File: src/sv/fpe_pkg.sv
// shared types and constants for the fifo slot pool
// controller state, command and status structs between controller and datapath
// no dependencies
package fpe_pkg;

   localparam int ID_W   = 64;
   localparam int BUSY_W = 8;
   localparam int SLOT_W = 3;
   localparam int CAP_W  = 4;

   localparam logic [CAP_W-1:0] CAP_RESET = 4'd8;

   typedef enum logic [6:0] {
      ST_IDLE   = 7'b0000001,
      ST_SCAN   = 7'b0000010,
      ST_CHECK  = 7'b0000100,
      ST_EVICT  = 7'b0001000,
      ST_FETCH  = 7'b0010000,
      ST_INSERT = 7'b0100000,
      ST_RESP   = 7'b1000000
   } state_type;

   typedef struct packed {
      logic load;
      logic scan;
      logic set_hit;
      logic set_err;
      logic evict;
      logic fetch;
      logic insert;
   } cmd_type;

   typedef struct packed {
      logic scan_done;
      logic found;
      logic no_room;
      logic need_zero;
      logic evict_last;
   } status_type;

endpackage

File: src/sv/fpe_ctrl.sv
// request sequencer for the fifo slot pool
// drives datapath commands from datapath status; uses fpe_pkg
module fpe_ctrl (
   input  logic                clock,
   input  logic                reset,
   input  logic                req_valid,
   input  logic                rsp_stall,
   input  fpe_pkg::status_type status,
   output fpe_pkg::cmd_type    cmd,
   output logic                req_stall,
   output logic                rsp_valid
);
   import fpe_pkg::*;

   state_type state_ff, state_in;

   always_ff @(posedge clock) begin
      if (reset) begin
         state_ff <= ST_IDLE;
      end else begin
         state_ff <= state_in;
      end
   end

   always_comb begin
      state_in = state_ff;
      cmd      = '0;
      unique case (state_ff)
         ST_IDLE: begin
            if (req_valid) begin
               cmd.load = 1'b1;
               state_in = ST_SCAN;
            end
         end
         ST_SCAN: begin
            cmd.scan = 1'b1;
            if (status.scan_done) state_in = ST_CHECK;
         end
         ST_CHECK: begin
            priority if (status.found) begin
               cmd.set_hit = 1'b1;
               state_in    = ST_RESP;
            end else if (status.no_room) begin
               cmd.set_err = 1'b1;
               state_in    = ST_RESP;
            end else if (status.need_zero) begin
               state_in = ST_INSERT;
            end else begin
               state_in = ST_EVICT;
            end
         end
         ST_EVICT: begin
            cmd.evict = 1'b1;
            if (status.evict_last) state_in = ST_FETCH;
         end
         ST_FETCH: begin
            cmd.fetch = 1'b1;
            state_in  = ST_INSERT;
         end
         ST_INSERT: begin
            cmd.insert = 1'b1;
            state_in   = ST_RESP;
         end
         ST_RESP: begin
            if (!rsp_stall) state_in = ST_IDLE;
         end
         default: state_in = ST_IDLE;
      endcase
   end

   assign req_stall = (state_ff != ST_IDLE);
   assign rsp_valid = (state_ff == ST_RESP);

endmodule

File: src/sv/fpe_dpath.sv
// datapath of the fifo slot pool: key memory, valid bits, age cells,
// lookup scan, rank pass for eviction and result registers; uses fpe_pkg
module fpe_dpath #(
   parameter int ENTRIES  = 8,
   parameter int KEY_BITS = 64
) (
   input  logic                          clock,
   input  logic                          reset,
   input  fpe_pkg::cmd_type              cmd,
   output fpe_pkg::status_type           status,
   input  logic [fpe_pkg::CAP_W-1:0]     capacity,
   input  logic [fpe_pkg::ID_W-1:0]      req_config_id,
   input  logic [fpe_pkg::BUSY_W-1:0]    req_busy_mask,
   output logic [fpe_pkg::SLOT_W-1:0]    rsp_slot,
   output logic                          rsp_hit,
   output logic                          rsp_created,
   output logic                          rsp_evicted,
   output logic [fpe_pkg::ID_W-1:0]      rsp_evicted_id,
   output logic                          rsp_full_error
);
   import fpe_pkg::*;

   localparam int IDX_W = $clog2(ENTRIES);
   localparam int CNT_W = $clog2(ENTRIES + 1);
   localparam int CMP_W = (CNT_W > CAP_W) ? CNT_W : CAP_W;
   localparam logic [IDX_W-1:0] LAST  = IDX_W'(ENTRIES - 1);
   localparam logic [CMP_W-1:0] ENT_C = CMP_W'(ENTRIES);

   // storage
   logic [KEY_BITS-1:0] key_mem [ENTRIES];
   logic [ENTRIES-1:0]  valid_ff;
   logic [IDX_W-1:0]    age_ff [ENTRIES];
   logic [CNT_W-1:0]    count_ff;

   // request
   logic [KEY_BITS-1:0] key_ff;
   logic [ENTRIES-1:0]  held_ff;

   // scan
   logic [IDX_W-1:0]    scan_idx_ff;
   logic                issue_on_ff;
   logic                cmp_live_ff;
   logic [IDX_W-1:0]    cmp_idx_ff;
   logic [KEY_BITS-1:0] rd_data_ff;
   logic                found_ff;
   logic [IDX_W-1:0]    hit_idx_ff;
   logic [CNT_W-1:0]    unheld_ff;
   logic                free_any_ff;
   logic [IDX_W-1:0]    free_idx_ff;

   // rank pass
   logic [IDX_W-1:0]    rank_ff;
   logic [CNT_W-1:0]    ev_cnt_ff;
   logic [IDX_W-1:0]    first_vic_ff;
   logic [IDX_W-1:0]    min_vic_ff;

   // results
   logic [SLOT_W-1:0]   res_slot_ff;
   logic                res_hit_ff;
   logic                res_created_ff;
   logic                res_evicted_ff;
   logic [ID_W-1:0]     res_evicted_id_ff;
   logic                res_err_ff;

   logic [CMP_W-1:0]    cap_ext;
   logic [CMP_W-1:0]    cap_clamp;
   logic [CNT_W-1:0]    eff_cap;
   logic [CNT_W-1:0]    need;
   logic [IDX_W-1:0]    rd_addr;
   logic [ENTRIES-1:0]  match;
   logic                cand_hit;
   logic                evict_now;
   logic [IDX_W-1:0]    vic_idx;
   logic                any_evicted;
   logic [IDX_W-1:0]    free_slot;
   logic [CNT_W-1:0]    count_kept;

   always_comb begin
      cap_ext = CMP_W'(capacity);
      priority if (cap_ext == '0) begin
         cap_clamp = CMP_W'(1);
      end else if (cap_ext > ENT_C) begin
         cap_clamp = ENT_C;
      end else begin
         cap_clamp = cap_ext;
      end
      eff_cap = CNT_W'(cap_clamp);
      need    = (count_ff >= eff_cap) ? CNT_W'(count_ff - eff_cap + CNT_W'(1)) : '0;
   end

   // one age cell per slot; live ages are distinct ranks, so at most one matches
   always_comb begin
      vic_idx = '0;
      for (int j = 0; j < ENTRIES; j++) begin
         match[j] = valid_ff[j] && (age_ff[j] == rank_ff);
         if (match[j]) vic_idx = vic_idx | IDX_W'(j);
      end
      cand_hit  = |(match & ~held_ff);
      evict_now = cand_hit && (ev_cnt_ff < need);
   end

   assign any_evicted = (ev_cnt_ff != '0);
   assign count_kept  = CNT_W'(count_ff - ev_cnt_ff);
   // lowest free slot: first empty one seen in the scan or the lowest one just freed
   assign free_slot = (any_evicted && (!free_any_ff || (min_vic_ff < free_idx_ff)))
                      ? min_vic_ff : free_idx_ff;
   assign rd_addr   = cmd.fetch ? first_vic_ff : scan_idx_ff;

   assign status.scan_done  = cmp_live_ff && (cmp_idx_ff == LAST);
   assign status.found      = found_ff;
   assign status.no_room    = (unheld_ff < need);
   assign status.need_zero  = (need == '0);
   assign status.evict_last = (CNT_W'(rank_ff) == CNT_W'(count_ff - CNT_W'(1)));

   // key memory, one write and one registered read port
   always_ff @(posedge clock) begin
      if (cmd.insert) key_mem[free_slot] <= key_ff;
      rd_data_ff <= key_mem[rd_addr];
   end

   always_ff @(posedge clock) begin
      if (reset) begin
         valid_ff <= '0;
         count_ff <= '0;
      end else begin
         if (cmd.evict) begin
            for (int j = 0; j < ENTRIES; j++) begin
               if (match[j] && evict_now) valid_ff[j] <= 1'b0;
            end
         end
         if (cmd.insert) begin
            valid_ff[free_slot] <= 1'b1;
            count_ff            <= CNT_W'(count_kept + CNT_W'(1));
         end
      end
   end

   // survivors of the rank pass close the gaps left by evicted entries
   always_ff @(posedge clock) begin
      if (cmd.evict) begin
         for (int j = 0; j < ENTRIES; j++) begin
            if (match[j] && !evict_now) age_ff[j] <= IDX_W'(rank_ff - IDX_W'(ev_cnt_ff));
         end
      end
      if (cmd.insert) age_ff[free_slot] <= IDX_W'(count_kept);
   end

   always_ff @(posedge clock) begin
      if (reset) begin
         issue_on_ff <= 1'b0;
         cmp_live_ff <= 1'b0;
      end else begin
         if (cmd.load) begin
            issue_on_ff <= 1'b1;
         end else if (cmd.scan && issue_on_ff && (scan_idx_ff == LAST)) begin
            issue_on_ff <= 1'b0;
         end
         cmp_live_ff <= cmd.scan && issue_on_ff;
      end
   end

   always_ff @(posedge clock) begin
      if (cmd.load) begin
         key_ff      <= req_config_id[KEY_BITS-1:0];
         held_ff     <= ENTRIES'(req_busy_mask);
         scan_idx_ff <= '0;
         found_ff    <= 1'b0;
         hit_idx_ff  <= '0;
         unheld_ff   <= '0;
         free_any_ff <= 1'b0;
         free_idx_ff <= '0;
         rank_ff     <= '0;
         ev_cnt_ff   <= '0;
      end
      if (cmd.scan) begin
         if (issue_on_ff) begin
            scan_idx_ff <= IDX_W'(scan_idx_ff + IDX_W'(1));
            if (valid_ff[scan_idx_ff] && !held_ff[scan_idx_ff]) begin
               unheld_ff <= CNT_W'(unheld_ff + CNT_W'(1));
            end
            if (!valid_ff[scan_idx_ff] && !free_any_ff) begin
               free_any_ff <= 1'b1;
               free_idx_ff <= scan_idx_ff;
            end
         end
         if (cmp_live_ff && !found_ff && valid_ff[cmp_idx_ff] && (rd_data_ff == key_ff)) begin
            found_ff   <= 1'b1;
            hit_idx_ff <= cmp_idx_ff;
         end
      end
      cmp_idx_ff <= scan_idx_ff;
      if (cmd.evict) begin
         rank_ff <= IDX_W'(rank_ff + IDX_W'(1));
         if (evict_now) begin
            ev_cnt_ff <= CNT_W'(ev_cnt_ff + CNT_W'(1));
            if (!any_evicted) first_vic_ff <= vic_idx;
            if (!any_evicted || (vic_idx < min_vic_ff)) min_vic_ff <= vic_idx;
         end
      end
   end

   always_ff @(posedge clock) begin
      priority if (cmd.set_hit) begin
         res_slot_ff       <= SLOT_W'(hit_idx_ff);
         res_hit_ff        <= 1'b1;
         res_created_ff    <= 1'b0;
         res_evicted_ff    <= 1'b0;
         res_evicted_id_ff <= '0;
         res_err_ff        <= 1'b0;
      end else if (cmd.set_err) begin
         res_slot_ff       <= '0;
         res_hit_ff        <= 1'b0;
         res_created_ff    <= 1'b0;
         res_evicted_ff    <= 1'b0;
         res_evicted_id_ff <= '0;
         res_err_ff        <= 1'b1;
      end else if (cmd.insert) begin
         res_slot_ff       <= SLOT_W'(free_slot);
         res_hit_ff        <= 1'b0;
         res_created_ff    <= 1'b1;
         res_evicted_ff    <= any_evicted;
         res_evicted_id_ff <= any_evicted ? ID_W'(rd_data_ff) : '0;
         res_err_ff        <= 1'b0;
      end else begin
         res_slot_ff <= res_slot_ff;
      end
   end

   assign rsp_slot       = res_slot_ff;
   assign rsp_hit        = res_hit_ff;
   assign rsp_created    = res_created_ff;
   assign rsp_evicted    = res_evicted_ff;
   assign rsp_evicted_id = res_evicted_id_ff;
   assign rsp_full_error = res_err_ff;

endmodule

File: src/sv/fifo_pool_with_pinned_entries_core.sv
// Fully associative pool of ENTRIES keyed slots with oldest-first replacement
// that skips slots held by clients. One request is handled at a time: the key
// memory has a single read port and is scanned one slot per cycle. A hit then
// sets the result; a miss without eviction first inserts the key, and a miss
// that evicts first walks the stored entries rank by rank to pick victims and
// renumber ages, then reads the first victim's key and inserts. The result is
// held in an output register until taken; the next request is accepted after that.
// The capacity register may be written at any time the block is idle.
module fifo_pool_with_pinned_entries_core #(
   parameter int ENTRIES  = 8,
   parameter int KEY_BITS = 64
) (
   input  logic                          clock,
   input  logic                          reset,
   input  logic                          req_valid,
   output logic                          req_stall,
   input  logic [fpe_pkg::ID_W-1:0]      req_config_id,
   input  logic [fpe_pkg::BUSY_W-1:0]    req_busy_mask,
   output logic                          rsp_valid,
   input  logic                          rsp_stall,
   output logic [fpe_pkg::SLOT_W-1:0]    rsp_slot,
   output logic                          rsp_hit,
   output logic                          rsp_created,
   output logic                          rsp_evicted,
   output logic [fpe_pkg::ID_W-1:0]      rsp_evicted_id,
   output logic                          rsp_full_error,
   input  logic                          csr_valid,
   output logic                          csr_ready,
   input  logic [fpe_pkg::CAP_W-1:0]     csr_capacity
);
   import fpe_pkg::*;

   logic [CAP_W-1:0] capacity_ff;
   cmd_type          cmd;
   status_type       status;

   assign csr_ready = 1'b1;

   always_ff @(posedge clock) begin
      if (reset) begin
         capacity_ff <= CAP_RESET;
      end else if (csr_valid && csr_ready) begin
         capacity_ff <= csr_capacity;
      end
   end

   fpe_ctrl u_ctrl (
      .clock     (clock),
      .reset     (reset),
      .req_valid (req_valid),
      .rsp_stall (rsp_stall),
      .status    (status),
      .cmd       (cmd),
      .req_stall (req_stall),
      .rsp_valid (rsp_valid)
   );

   fpe_dpath #(
      .ENTRIES  (ENTRIES),
      .KEY_BITS (KEY_BITS)
   ) u_dpath (
      .clock          (clock),
      .reset          (reset),
      .cmd            (cmd),
      .status         (status),
      .capacity       (capacity_ff),
      .req_config_id  (req_config_id),
      .req_busy_mask  (req_busy_mask),
      .rsp_slot       (rsp_slot),
      .rsp_hit        (rsp_hit),
      .rsp_created    (rsp_created),
      .rsp_evicted    (rsp_evicted),
      .rsp_evicted_id (rsp_evicted_id),
      .rsp_full_error (rsp_full_error)
   );

endmodule
File: config.mk
export PLATFORM = sky130hd
export DESIGN_NAME = fifo_pool_with_pinned_entries_core
export DESIGN_NICKNAME = d
export VERILOG_FILES = /design/src/sv/fpe_pkg.sv /design/src/sv/fpe_ctrl.sv /design/src/sv/fpe_dpath.sv /design/src/sv/fifo_pool_with_pinned_entries_core.sv
export SDC_FILE = /design/constraint.sdc
export NUM_CORES = 1
export LEC_CHECK = 0
export ABC_CLOCK_PERIOD_IN_PS = 10500
export BUFFER_PORTS_ARGS = -buffer_cell sky130_fd_sc_hd__clkbuf_2
export CORE_ASPECT_RATIO = 0.5
export CORE_MARGIN = 5
export CORE_UTILIZATION = 25
export DETAILED_ROUTE_END_ITERATION = 10
export SETUP_SLACK_MARGIN = 0.05
export SKIP_LAST_GASP = 1
export SLEW_MARGIN = 20
export SYNTH_ARGS = -nofsm -noshare
export SYNTH_HDL_FRONTEND = slang
export SYNTH_HIERARCHICAL = 1
export SYNTH_SLANG_ARGS = --single-unit
File: constraint.sdc
create_clock -name clock -period 10.5 [get_ports clock]
set_input_delay 1.575 -clock clock [delete_from_list [all_inputs] [get_ports clock]]
set_output_delay 1.575 -clock clock [all_outputs]
set_load 0.01 [all_outputs]
[Word level (Yosys, flattened, before mapping)]
Memory sizes are Yosys's and may differ from the RTL's. A register that Yosys moved wholly into a read port is not among the register bits.
Cells that the tools add are included.
W data, S select, Z words.
Word-level totals
  register bits: 199
  RAM bits: 536
  input bits: 81
  memories: 2
Memory list
  u_dpath.key_mem: words 8, bits a word 64, read ports 1, clocked after Yosys merged registers in 1, wr ports 1, line fpe_dpath.sv:30  | logic [KEY_BITS-1:0] key_mem [ENTRIES];
  u_dpath.age_ff: words 8, bits a word 3, read ports 8, clocked after Yosys merged registers in 0, wr ports 8, line fpe_dpath.sv:32  | logic [IDX_W-1:0] age_ff [ENTRIES];
Cells by class
  $add $sub $neg: 10
  order comparisons: 10
  equality and inequality tests: 24
  muxes and demuxes: 113
  bitwise gates (word level): 4
  reduce and logical (&&, ||, !) cells: 56
Operator list (count)
  $mux W3: 23
  $eq A64 B64 Y1: 1
  $mux W64: 1
  $mux W1: 61
  $pmux W7 S7: 1
  $mux W7: 6
  $mux W4: 10
  $logic_and A1 B1 Y1: 35
  $eq A3 B3 Y1: 8
  $mux W8: 3
  $add A4 B1 Y4 const B: 4
  $lt A3 B4 Y1 const B: 3
  $bmux W1 S3: 3
  $and A8 B8 Y8: 1
  $logic_not A4 Y1: 2
  $lt A4 B4 Y1: 2
  $ne A2 B2 Y1 const B: 4
  $not A8 Y8: 1
  $or A8 B8 Y8: 1
  $reduce_or A8 Y1: 1
  $sub A4 B4 Y4: 2
  $eq A7 B1 Y1 const B: 1
  $eq A7 B2 Y1 const B: 1
  $eq A7 B3 Y1 const B: 1
  other kinds (27): 41

[Longest topological paths before layout]
Gate-level depths: netlist of the first run.
  depth after elaboration: 14
  gate-level depth with buffers: 19
  mapped depth without buffers: 17

[Modules after synthesis]
The synthesis of the first run kept the hierarchy.
By module, submodules not included
  fpe_dpath: instances 1, cells an instance 1543, area each 29909.9 µm², seq. area each 21981.1 µm²
  fpe_ctrl: instances 1, cells an instance 63, area each 499.2 µm², seq. area each 140.1 µm²
  fifo_pool_with_pinned_entries_core: instances 1, cells an instance 15, area each 155.1 µm², seq. area each 80.1 µm²

[Least setup slack after synthesis of the first run]
OpenSTA, ideal clock, no wires.
  path kind: in2reg
  start: input req_valid
  end: register u_dpath.rank_ff[0], enable pin
  arrival time: 4.065 ns
  required time: 10.198 ns
  setup slack: 6.133 ns
  stages: 5
  cell sequence: and3_1 > clkbuf_1 > inv_1 > clkbuf_1 > nand2_1
Between the ends
  cells in the longest elaborated chain, start to end: 3
RTL lines
  from (decl): line fifo_pool_with_pinned_entries_core.sv:15  | input logic req_valid,
  $mux W1: line fpe_ctrl.sv:30  | if (req_valid) begin
  $mux W1: line fpe_ctrl.sv:28  | unique case (state_ff)
  $reduce_bool A2 Y1 (no line)
  to (signal assigned): line fpe_dpath.sv:193  | rank_ff <= IDX_W'(rank_ff + IDX_W'(1));
  to (decl): line fpe_dpath.sv:52  | logic [IDX_W-1:0] rank_ff;
No other way between the ends.
A chain may end at the register's enable or synchronous reset.

==> run_results.csv, run 1 <==
group,metric,value,unit
run_status,status,"finished clean",
hold_path,hold_depth,1,
logic_synthesis,yosysWarnings,6,
sta,tightest_slew,1150,ps
clock_network,numCtsBuffers,81,
setup_path,slowest_stage,"buf_4",
sta,fmaxAchievable,219,MHz
logic_synthesis,synth_edf_count,620,
logic_synthesis,yosysSeqAreaShare,72.6,%
cells_and_area,drive_gt1_share,29.1,%
die,start_util,25.3,%
setup_path,cp_cell_sequence,"inv_1, nand2_1, inv_1, ha_1, inv_1, ha_1, fa_1, nand2_1, ha_1, o21ai_0, o2bb2ai_1, nor3b_1, or2_0, a211oi_4, buf_4, a22o_1",
setup_path,critPathCaptureType,"flop",
cells_and_area,layout_commonest_cell,"edfxtp_1",
global_route,grt_max_degree,129,
sta,slew-limit-headroom,23.2,%
power_and_ir_drop,power.density,195,nW/um2
clock_network,clock_latency,640,ps
logic_synthesis,netlist_area,30600,um2
sta,rsz0062_at_grt,"no",
die,dieArea,130000,um2
global_route,grt_pass1_vias,16000,
clock_network,cts.sinks,799,
sta,setup_ws,5930,ps
setup_path,slowest_delay,760,ps
cells_and_area,diodes,0,
hold_path,hold_class,"reg -> reg",
logic_synthesis,synthCells,1621,
cells_and_area,final_area,35900,um2
place,io_buffers,153,
logic_synthesis,synthArstFlopShare,0,%
hold_path,hp-start,"u_dpath/rsp_evicted$_SDFFE_PP0P_",
die,rows,90,
die,chipWidth,504,um
drt,first_iter_violations,1076,
logic_synthesis,synth_nets,1735,
setup_path,critPathLaunchType,"flop",
setup_path,r2r.worst_path.cells,16,
setup_path,cp.arrival,5090,ps
clock_network,root_buffer,"clkbuf_16",
die,core-area,121000,um2
sta,finalMaxSlewViolations,0,
place,place_area,33200,um2
drt,ant_nets,0,
sta,fin_crit,4570,ps
clock_network,clock_path_buffers,3,
setup_path,crit_start,"capacity_ff[3]$_SDFFE_PP1P_",
sta,finalCritPeriodShare,43.5,%
job,cap_violations,0,
clock_network,cts_tree,"done",
power_and_ir_drop,power.leakage,12.2,nW
clock_network,cts_setup_buffers,0,
cells_and_area,syn2layout_area_growth,17.6,%
sta,hold_viol,0,
drt,vias,15400,
sta,finalClockSkew,70.8,ps
clock_network,cts-resized-gates,0,
cells_and_area,nNetsFinal,1920,
setup_path,rrSetupSlack,5930,ps
logic_synthesis,synth.distinct_cells,73,
power_and_ir_drop,total_power,7.02,mW
clock_network,clkSlewWorstSetupHoldPaths,60,ps
setup_path,cp_max_fo,65,
setup_path,rr_endpoint,"u_dpath/rsp_evicted_id[13]$_SDFFE_PP0P_",
place,globalplace.congestion,0.788,
drt,route.detailed.drc,0,
power_and_ir_drop,vdd_drop_max,0.145,mV
clock_network,hold_buffers,0,
drt,routed_wl,72700,um
global_route,track_usage,11.0,%
die,io_pins,155,
global_route,grt_overflow,0,
hold_path,min_to,"u_dpath/rsp_evicted$_SDFFE_PP0P_",
drt,viasPerCell,4.42,
setup_path,critPathKind,"reg -> reg",
setup_path,cp.required,11020,ps
global_route,grt_pass1_wl,108000,um
sta,tns,0,ps
cells_and_area,mostFrequentLayoutCells,"620 x edfxtp_1, 179 x dfxtp_1, 153 x clkbuf_2",
setup_path,rr_startpoint,"capacity_ff[3]$_SDFFE_PP1P_",
clock_network,htree_levels,3,
logic_synthesis,syn_area_per_cell,18.9,um2
place,place_hpwl,43500,um
drt,wl_per_cell,20.9,um
die,die_h,257,um
place,place_ws,5990,ps
logic_synthesis,synth_flop_cell,"edfxtp_1",
global_route,antenna_found_initial,6,
drt,dr.pass1.iters,5,
sta,setup_viol,0,
logic_synthesis,ys_ff_latch,799,
metal layers:
| layer | vias to the layer above | track usage, % | share of wire, % |
|---|---|---|---|
| li1 | 6798 | - | - |
| met1 | 8083 | 14.0 | 42 |
| met2 | 386 | 19.1 | 51 |
| met3 | 105 | 1.67 | 4.2 |
| met4 | 2 | 3.78 | 3.3 |
| met5 | - | 0 | 0.015 |
how the worst max path moves through the flow:
| stage | cells past startpoint | slack [ps] | to |
|---|---|---|---|
| 4_1_cts | 18 | 5970 | u_dpath/rsp_evicted_id[13]$_SDFFE_PP0P_ |
| 6_report | 16 | 5930 | u_dpath/rsp_evicted_id[13]$_SDFFE_PP0P_ |
| 3_5_place_dp | 14 | 5990 | u_dpath/rsp_slot[1]$_DFFE_PP_ |
| 3_3_place_gp | 18 | 6040 | u_dpath/rsp_slot[0]$_DFFE_PP_ |
| 5_1_grt | 18 | 5600 | u_dpath/rsp_evicted_id[13]$_SDFFE_PP0P_ |
| 2_1_floorplan | 5 | 6130 | u_dpath/rank_ff[0]$_SDFFCE_PN0P_ |
stage by stage:
stage	instances	hold WS [ps]	util (%)
6_report	3482	471	29.7
5_1_grt	3482	493	29.7
4_1_cts	3482	479	29.7
3_5_place_dp	3333	465	27.5
3_3_place_gp	3333	459	27.5
2_1_floorplan	1621	352	-
state kept, by name, summed over array words and instances, names as in the netlist, 3 cells and up:
register,cells
u_dpath/hit_idx_ff,3
u_dpath/held_ff,8
u_dpath/unheld_ff,4
u_dpath/cmp_idx_ff,3
u_dpath/ev_cnt_ff,4
u_dpath/rsp_slot,3
u_dpath/key_ff,64
u_dpath/scan_idx_ff,3
u_dpath/age_ff,24
u_dpath/key_mem,512
u_dpath/rd_data_ff,64
u_ctrl/state_ff,7
u_dpath/free_idx_ff,3
u_dpath/count_ff,4
u_dpath/rank_ff,3
u_dpath/min_vic_ff,3
u_dpath/rsp_evicted_id,64
u_dpath/valid_ff,8
u_dpath/first_vic_ff,3
capacity_ff,4
logic make-up (layout without fill, tap and decap cells):
logic type,after synthesis,after routing,share of synthesized area (%)
AO/OA/AOI/OAI,147,147,3.69
XOR/XNOR,100,100,2.89
adder cells (fa/ha/maj),34,34,1.49
buffers and inverters,112,363,1.60
flip-flops,799,799,72.6
multiplexers,252,252,14.3
other,1,1,0.0123
AND/OR/NAND/NOR,176,176,3.40
synth_stat cells (4+ instances only):
library cell	instances	area share [%]
edfxtp_1	620	61
dfxtp_1	179	12
mux4_2	135	9.9
xnor2_1	81	2.3
mux2_2	68	2.5
a22o_1	66	1.9
inv_1	41	0.50
mux2i_1	41	1.3
clkbuf_1	40	0.49
nor2_1	35	0.43
nand2_1	31	0.38
ha_1	29	1.2
o21ai_0	29	0.47
nand4_1	28	0.57
a21oi_1	20	0.33
xor2_1	18	0.52
buf_2	17	0.28
nor2b_1	11	0.23
nand3_1	9	0.15
nor4_1	9	0.18
nor3_1	8	0.13
nand2b_1	6	0.12
nor3b_1	6	0.15
mux2i_4	5	0.37
o211ai_1	5	0.12
a21o_1	4	0.098
and3_1	4	0.082
buf_1	4	0.049
buf_4	4	0.098
buf_6	4	0.15
fa_1	4	0.26
nand3_2	4	0.13
nand4_4	4	0.28
report_power, final:
group	switching (mW)	internal, mW	total, mW
clock	1.22	1.64	2.87
sequential	0.147	3.58	3.73
combinational	0.234	0.188	0.422
layout make-up:
class,instances,area [um2]
Tap cell,1610,2010
Timing Repair Buffer,172,921
Sequential cell,799,22200
Multi-Input combinational cell,710,7940
Inverter,42,168
Clock inverter,40,427
Clock buffer,109,2270
Fill cell,11900,85000
worst max-delay path: cells and delay by family (launching register included):
| kind | cells | cell delay (ps) |
|---|---|---|
| buffers and inverters | 4 | 950 |
| flip-flops | 1 | 380 |
| AO/OA/AOI/OAI | 4 | 780 |
| AND/OR/NAND/NOR | 4 | 800 |
| adder cells (fa/ha/maj) | 4 | 1360 |
(Power assumes the default switching activity.)
==> run 2: changes to the inputs <==
Settings changed: ABC_AREA set to 1, ABC_CLOCK_PERIOD_IN_PS 10500 to 4000.
Clock period 10.5 ns to 4 ns, I/O delays scaled along.
==> run 2 against run 1 <==
Compared with the run above:
- clock skew fell by 35 ps
- hold slack got worse by 330 ps
- core utilization rose by 0.071 points
- critical path type unchanged
- largest cell class unchanged
- largest power group unchanged
==> run_results.csv, run 2 <==
group,metric,value,unit
drt,dr_wl_met3,4290,um
drt,dr.pass1.iters,5,
logic_synthesis,synth_common_cells,"620 x edfxtp_1, 533 x nor2_1, 379 x o21ai_0",
place,place_hpwl,49500,um
power_and_ir_drop,total_power,20.3,mW
setup_path,rr_endpoint,"u_dpath/rsp_evicted_id[17]$_SDFFE_PP0P_",
cells_and_area,syn2layout_area_growth,17.7,%
clock_network,clkSlewWorstSetupHoldPaths,60,ps
setup_path,rrSetupSlack,400,ps
drt,highest_layer,"met4",
setup_path,critPathCaptureType,"flop",
sta,tightest_slew,940,ps
sta,finalClockSkew,35.9,ps
setup_path,critPathKind,"reg -> reg",
sta,hold_viol,0,
setup_path,slowest_delay,540,ps
cells_and_area,mostFrequentLayoutCells,"620 x edfxtp_1, 531 x nor2_1, 378 x o21ai_0",
die,rows,91,
drt,wl_per_cell,18.0,um
drt,viasPerCell,4.50,
power_and_ir_drop,power.leakage,13.2,nW
logic_synthesis,synth_edf_count,620,
logic_synthesis,synth.distinct_cells,46,
logic_synthesis,yosysWarnings,6,
cells_and_area,largest-register,"u_dpath/key_mem",
drt,vias,20600,
sta,tns,0,ps
logic_synthesis,yosys.area.top_type_share,59.3,%
hold_path,hold_class,"in -> reg",
logic_synthesis,ys_ff_latch,799,
logic_synthesis,synthArstFlopShare,0,%
drt,route.detailed.drc,0,
clock_network,cts_tree,"done",
drt,routed_wl,82500,um
clock_network,clock_path_buffers,3,
place,io_buffers,153,
job,cap_violations,0,
drt,wl_met1,35100,um
sta,finalMaxSlewViolations,0,
die,chipWidth,511,um
die,io_pins,155,
die,start_util,25.3,%
run_status,status,"finished clean",
logic_synthesis,synthCells,2706,
setup_path,r2r.worst_path.cells,17,
drt,first_iter_violations,1691,
logic_synthesis,yosysSeqAreaShare,70.7,%
cells_and_area,largest_reg_flops,512,
setup_path,cp.arrival,4080,ps
drt,ant_nets,0,
sta,fin_crit,3600,ps
global_route,antenna_found_initial,6,
hold_path,hold_depth,1,
logic_synthesis,yosys.area.top_type,"edfxtp_1",
logic_synthesis,synth_nets,2820,
setup_path,critPathLaunchType,"flop",
sta,fmaxAchievable,278,MHz
logic_synthesis,yosysMostFrequentCell,"edfxtp_1",
global_route,grt_max_degree,185,
place,globalplace.congestion,0.850,
sta,setup_ws,402,ps
logic_synthesis,netlist_area,31400,um2
logic_synthesis,syn_area_per_cell,11.6,um2
clock_network,cts-resized-gates,0,
clock_network,clock_latency,630,ps
logic_synthesis,synth_flop_cell,"edfxtp_1",
global_route,grt_pass1_wl,124000,um
sta,slew-limit-headroom,37.3,%
clock_network,root_buffer,"clkbuf_16",
sta,setup_viol,0,
clock_network,numCtsBuffers,80,
die,die_h,261,um
global_route,track_usage,11.9,%
cells_and_area,nNetsFinal,2956,
setup_path,rr_startpoint,"capacity_ff[3]$_SDFFE_PP1P_",
logic_synthesis,ys_top_cells_by_area,"edfxtp_1 59%, dfxtp_1 11%, nor2_1 6.4%",
power_and_ir_drop,vdd_drop_max,0.287,mV
setup_path,cp.required,4480,ps
global_route,grt_pass1_vias,19900,
sta,finalCritPeriodShare,90.0,%
power_and_ir_drop,power.density,550,nW/um2
setup_path,cp_max_fo,65,
hold_path,min_to,"u_dpath/key_ff[55]$_DFFE_PP_",
sta,rsz0062_at_grt,"no",
drt,route.met2.wl,40300,um
cells_and_area,drive_gt1_share,12.3,%
hold_path,hp-start,"req_config_id[55]",
die,dieArea,133000,um2
place,place_ws,399,ps
clock_network,cts_setup_buffers,0,
global_route,grt_overflow,0,
clock_network,cts.sinks,799,
setup_path,cp_cell_sequence,"inv_1, nand2_1, inv_1, ha_1, inv_1, ha_1, fa_1, nand2_1, ha_1, a21o_1, a21oi_1, nand2_1, nor2_1, nor2_1, nand3_2, buf_12, o21ai_0",
cells_and_area,layout_commonest_cell,"edfxtp_1",
die,core-area,124000,um2
clock_network,htree_levels,3,
cells_and_area,n_fill_cell,12400,
setup_path,slowest_stage,"fa_1",
clock_network,hold_buffers,0,
[run 2: cell count changes in the layout (fill, tap and decap cells not counted), sizes merged, moves of 46 or more]
| cell | before | now |
|---|---|---|
| mux2 | 70 | 0 |
| nand3 | 13 | 115 |
| nor2 | 36 | 541 |
| mux4 | 135 | 0 |
| a22o | 66 | 2 |
| nand2 | 31 | 221 |
| o21ai | 31 | 390 |
| o22ai | 0 | 71 |
| a31oi | 2 | 64 |
| inv | 39 | 179 |
| mux2i | 47 | 1 |
[run 2: area by class of cell]
| type | count | area [um2] | area share (%) |
|---|---|---|---|
| flip-flops and latches | 799 | 22200 | 60.1 |
| multi-input cells | 1582 | 7910 | 21.4 |
| clock buffers | 117 | 2270 | 6.15 |
| well taps | 1674 | 2090 | 5.67 |
| repair buffers | 192 | 1350 | 3.64 |
| inverters | 187 | 718 | 1.94 |
| clock inverters | 31 | 397 | 1.07 |
| diodes | 2 | 5.00 | 0.0135 |
[run 2: logic make-up (layout without fill, tap and decap cells)]
| logic type | count (synthesis) | after routing | synth area share [%] |
|---|---|---|---|
| AND/OR/NAND/NOR | 911 | 911 | 11.9 |
| flip-flops | 799 | 799 | 70.7 |
| AO/OA/AOI/OAI | 572 | 572 | 9.91 |
| buffers and inverters | 325 | 527 | 4.25 |
| XOR/XNOR | 64 | 64 | 1.79 |
| adder cells (fa/ha/maj) | 33 | 33 | 1.41 |
| other | 1 | 3 | 0.0119 |
| multiplexers | 1 | 1 | 0.0319 |
[run 2: worst max-delay path, delay by kind of cell, from the launching register on]
kind            cells  cell delay, ps
flops               1             370
simple gates        6             640
fa+ha+maj           4            1330
buf+inv             4             470
compound gates      3             590
[run 2: worst max path at each step]
stage | startpoint | to | slack [ps] | cells past startpoint
2_1_floorplan | u_ctrl/state_ff[4]$_SDFFE_PP0P_ | u_dpath/rank_ff[0]$_SDFFCE_PN0P_ | 130 | 8
3_3_place_gp | capacity_ff[3]$_SDFFE_PP1P_ | u_dpath/rsp_evicted_id[32]$_SDFFE_PP0P_ | 450 | 17
3_5_place_dp | capacity_ff[3]$_SDFFE_PP1P_ | u_dpath/rsp_evicted_id[45]$_SDFFE_PP0P_ | 400 | 17
4_1_cts | capacity_ff[3]$_SDFFE_PP1P_ | u_dpath/rsp_evicted_id[45]$_SDFFE_PP0P_ | 400 | 17
5_1_grt | capacity_ff[3]$_SDFFE_PP1P_ | u_dpath/rsp_evicted_id[45]$_SDFFE_PP0P_ | 130 | 17
6_report | capacity_ff[3]$_SDFFE_PP1P_ | u_dpath/rsp_evicted_id[17]$_SDFFE_PP0P_ | 400 | 17
[run 2: routing by layer]
layer / vias to the layer above / GRT usage (%)
met4: 0 / 4.51
met3: 142 / 1.62
met2: 640 / 20.5
met5: - / 0
li1: 9745 / -
met1: 10100 / 15.3
[run 2: where the power goes]
group | leakage (nW) | internal [mW] | switching [mW]
clock | 1.29 | 4.38 | 3.13
combinational | 4.86 | 0.748 | 1.77
sequential | 7.07 | 9.70 | 0.577
[run 2: per-stage QoR]
step	cells	util, %	cell area, um2	hold slack (ps)
detailed placement	4434	27.6	34300	441
CTS	4582	29.8	36900	107
finish	4584	29.8	36900	143
global placement	4434	27.6	34300	433
global route	4583	29.8	36900	104
floorplan	2706	-	31400	368
==> run 3: changes to the inputs <==
Settings changed: PLACE_DENSITY set to 0.39.
==> run 3 against run 2 <==
Compared with the run above:
- core utilization rose by 0.21 points
- register-to-register slack got worse by 50 ps
- count of clock-buffer cells in the layout decreased by 8
- final cell count rose by 0.55%
- critical endpoint is now u_dpath/rsp_evicted_id[43]$_SDFFE_PP0P_
- highest routed layer unchanged
==> run_results.csv, run 3 (synthesis results as in run 2) <==
group,metric,value,unit
clock_network,clkSlewWorstSetupHoldPaths,60,ps
setup_path,slowest_delay,560,ps
die,core-area,124000,um2
drt,wl_per_cell,20.6,um
clock_network,numCtsBuffers,81,
cells_and_area,fin_util,30.0,%
global_route,track_usage,13.8,%
sta,rsz0062_at_grt,"no",
drt,ant_nets,0,
setup_path,rr_startpoint,"capacity_ff[3]$_SDFFE_PP1P_",
sta,finalClockSkew,24.0,ps
die,start_util,25.3,%
setup_path,crit_start,"capacity_ff[3]$_SDFFE_PP1P_",
place,io_buffers,153,
hold_path,hp-start,"req_config_id[29]",
setup_path,cp.required,4580,ps
clock_network,cts_tree,"done",
hold_path,hold_class,"in -> reg",
cells_and_area,diodes,0,
die,rows,91,
cells_and_area,n_fill_cell,12800,
cells_and_area,syn2layout_area_growth,18.5,%
global_route,grt_overflow,0,
global_route,grt_pass1_vias,20000,
clock_network,clock_path_buffers,3,
drt,vias,20500,
cells_and_area,largest-register,"u_dpath/key_mem",
die,chipWidth,511,um
setup_path,critPathKind,"reg -> reg",
cells_and_area,mostFrequentLayoutCells,"620 x edfxtp_1, 530 x nor2_1, 378 x o21ai_0",
sta,fin_crit,3640,ps
cells_and_area,layout_commonest_cell,"edfxtp_1",
clock_network,htree_levels,3,
sta,finalCritPeriodShare,91.1,%
global_route,grt_pass1_wl,138000,um
cells_and_area,nNetsFinal,2981,
setup_path,critPathLaunchType,"flop",
setup_path,critPathBufInv,4,
cells_and_area,largest_reg_flops,512,
run_status,status,"finished clean",
drt,first_iter_violations,1471,
sta,finalMaxSlewViolations,0,
drt,viasPerCell,4.44,
power_and_ir_drop,vdd_drop_max,0.346,mV
setup_path,cp_cell_sequence,"inv_1, nand2_1, inv_1, ha_1, inv_1, ha_1, fa_1, nand2_1, ha_1, a21o_1, a21oi_2, nand2_1, nor2_4, nor2_4, buf_12, nand3_1, o21ai_0",
place,globalplace.congestion,0.763,
setup_path,cp.arrival,4220,ps
drt,routed_wl,95000,um
drt,dr.pass1.iters,5,
clock_network,cts.sinks,799,
sta,tns,0,ps
die,dieArea,133000,um2
sta,setup_viol,0,
cells_and_area,drive_gt1_share,13.6,%
sta,fmaxAchievable,274,MHz
die,io_pins,155,
setup_path,rrSetupSlack,360,ps
setup_path,critPathCaptureType,"flop",
drt,route.detailed.drc,0,
power_and_ir_drop,power.leakage,13.4,nW
place,place_hpwl,56800,um
sta,slew-limit-headroom,44.9,%
job,cap_violations,0,
clock_network,clock_latency,660,ps
global_route,grt_max_degree,129,
setup_path,crit_family,"adder cells",
global_route,antenna_found_initial,4,
setup_path,cp_max_fo,31,
sta,hold_viol,0,
power_and_ir_drop,power.density,554,nW/um2
die,die_h,261,um
setup_path,slowest_stage,"nor2_4",
clock_network,root_buffer,"clkbuf_16",
sta,tightest_slew,827,ps
==> run 3: cell types whose count changed in the layout (fill, tap and decap cells not counted), moves of 3 or more <==
cell,previous run,this run
clkbuf_1,25,17
inv_16,3,0
clkinv_2,17,33
buf_4,16,32
buf_12,23,30
clkinv_8,0,4
==> run 3: layout make-up <==
type,count,area [um2],share of cell area (%)
inverters,187,721,1.94
flip-flops and latches,799,22200,59.7
clock buffers,109,2260,6.09
clock inverters,42,378,1.02
well taps,1674,2090,5.63
multi-input cells,1583,7940,21.3
repair buffers,215,1610,4.32
==> run 3: worst register-to-register path: cells and delay by family (launching register included) <==
| kind | cells | cell delay [ps] |
|---|---|---|
| AO/OA/AOI/OAI | 3 | 300 |
| adder cells (fa/ha/maj) | 4 | 1350 |
| buffers and inverters | 4 | 480 |
| flip-flops | 1 | 370 |
| AND/OR/NAND/NOR | 6 | 1070 |
==> run 3: where the power goes <==
group          internal, mW  switching, mW  leakage (nW)
clock network          4.27           3.34          1.31
registers              9.70          0.583          7.07
logic                 0.787           1.91          5.02
total                  14.8           5.84          13.4
==> run 3: worst paths after layout <==
check / cells after the start / to
max: 17 / u_dpath/rsp_evicted_id[43]$_SDFFE_PP0P_
min: 1 / u_dpath/key_ff[29]$_DFFE_PP_
min reg2reg: 0 / u_dpath/cmp_idx_ff[2]$_DFF_P_
max reg2reg: 17 / u_dpath/rsp_evicted_id[43]$_SDFFE_PP0P_
==> run 3: per-layer routing <==
metal / GRT usage (%) / wire (um) / vias to the layer above
li1: - / - / 9800
met1: 18.9 / 44600 / 10200
met2: 22.9 / 44800 / 341
met3: 2.43 / 3460 / 124
met4: 3.41 / 2100 / 0
met5: 0 / 0 / -
==> run 3: metrics by stage <==
step | total power [mW] | instances | instance area (um2) | hold WS, ps | worst slack (ps)
6_report | 20.6 | 4609 | 37200 | 111 | 356
5_1_grt | 21.6 | 4609 | 37200 | 56.5 | 114
4_1_cts | 20.9 | 4605 | 37200 | 48.1 | 140
3_5_place_dp | 13.2 | 4454 | 34500 | 426 | 174
3_3_place_gp | 13.2 | 4454 | 34500 | 420 | 199
2_1_floorplan | 11.9 | 2706 | 31400 | 368 | 135
==> run 3: what timing repair did <==
action                     in CTS  in global routing
hold endpoints to repair        0                  0
hold buffers                    0                  0
setup buffers                   0                  3
gates resized for setup         0                  4
setup endpoints to repair       0                 68
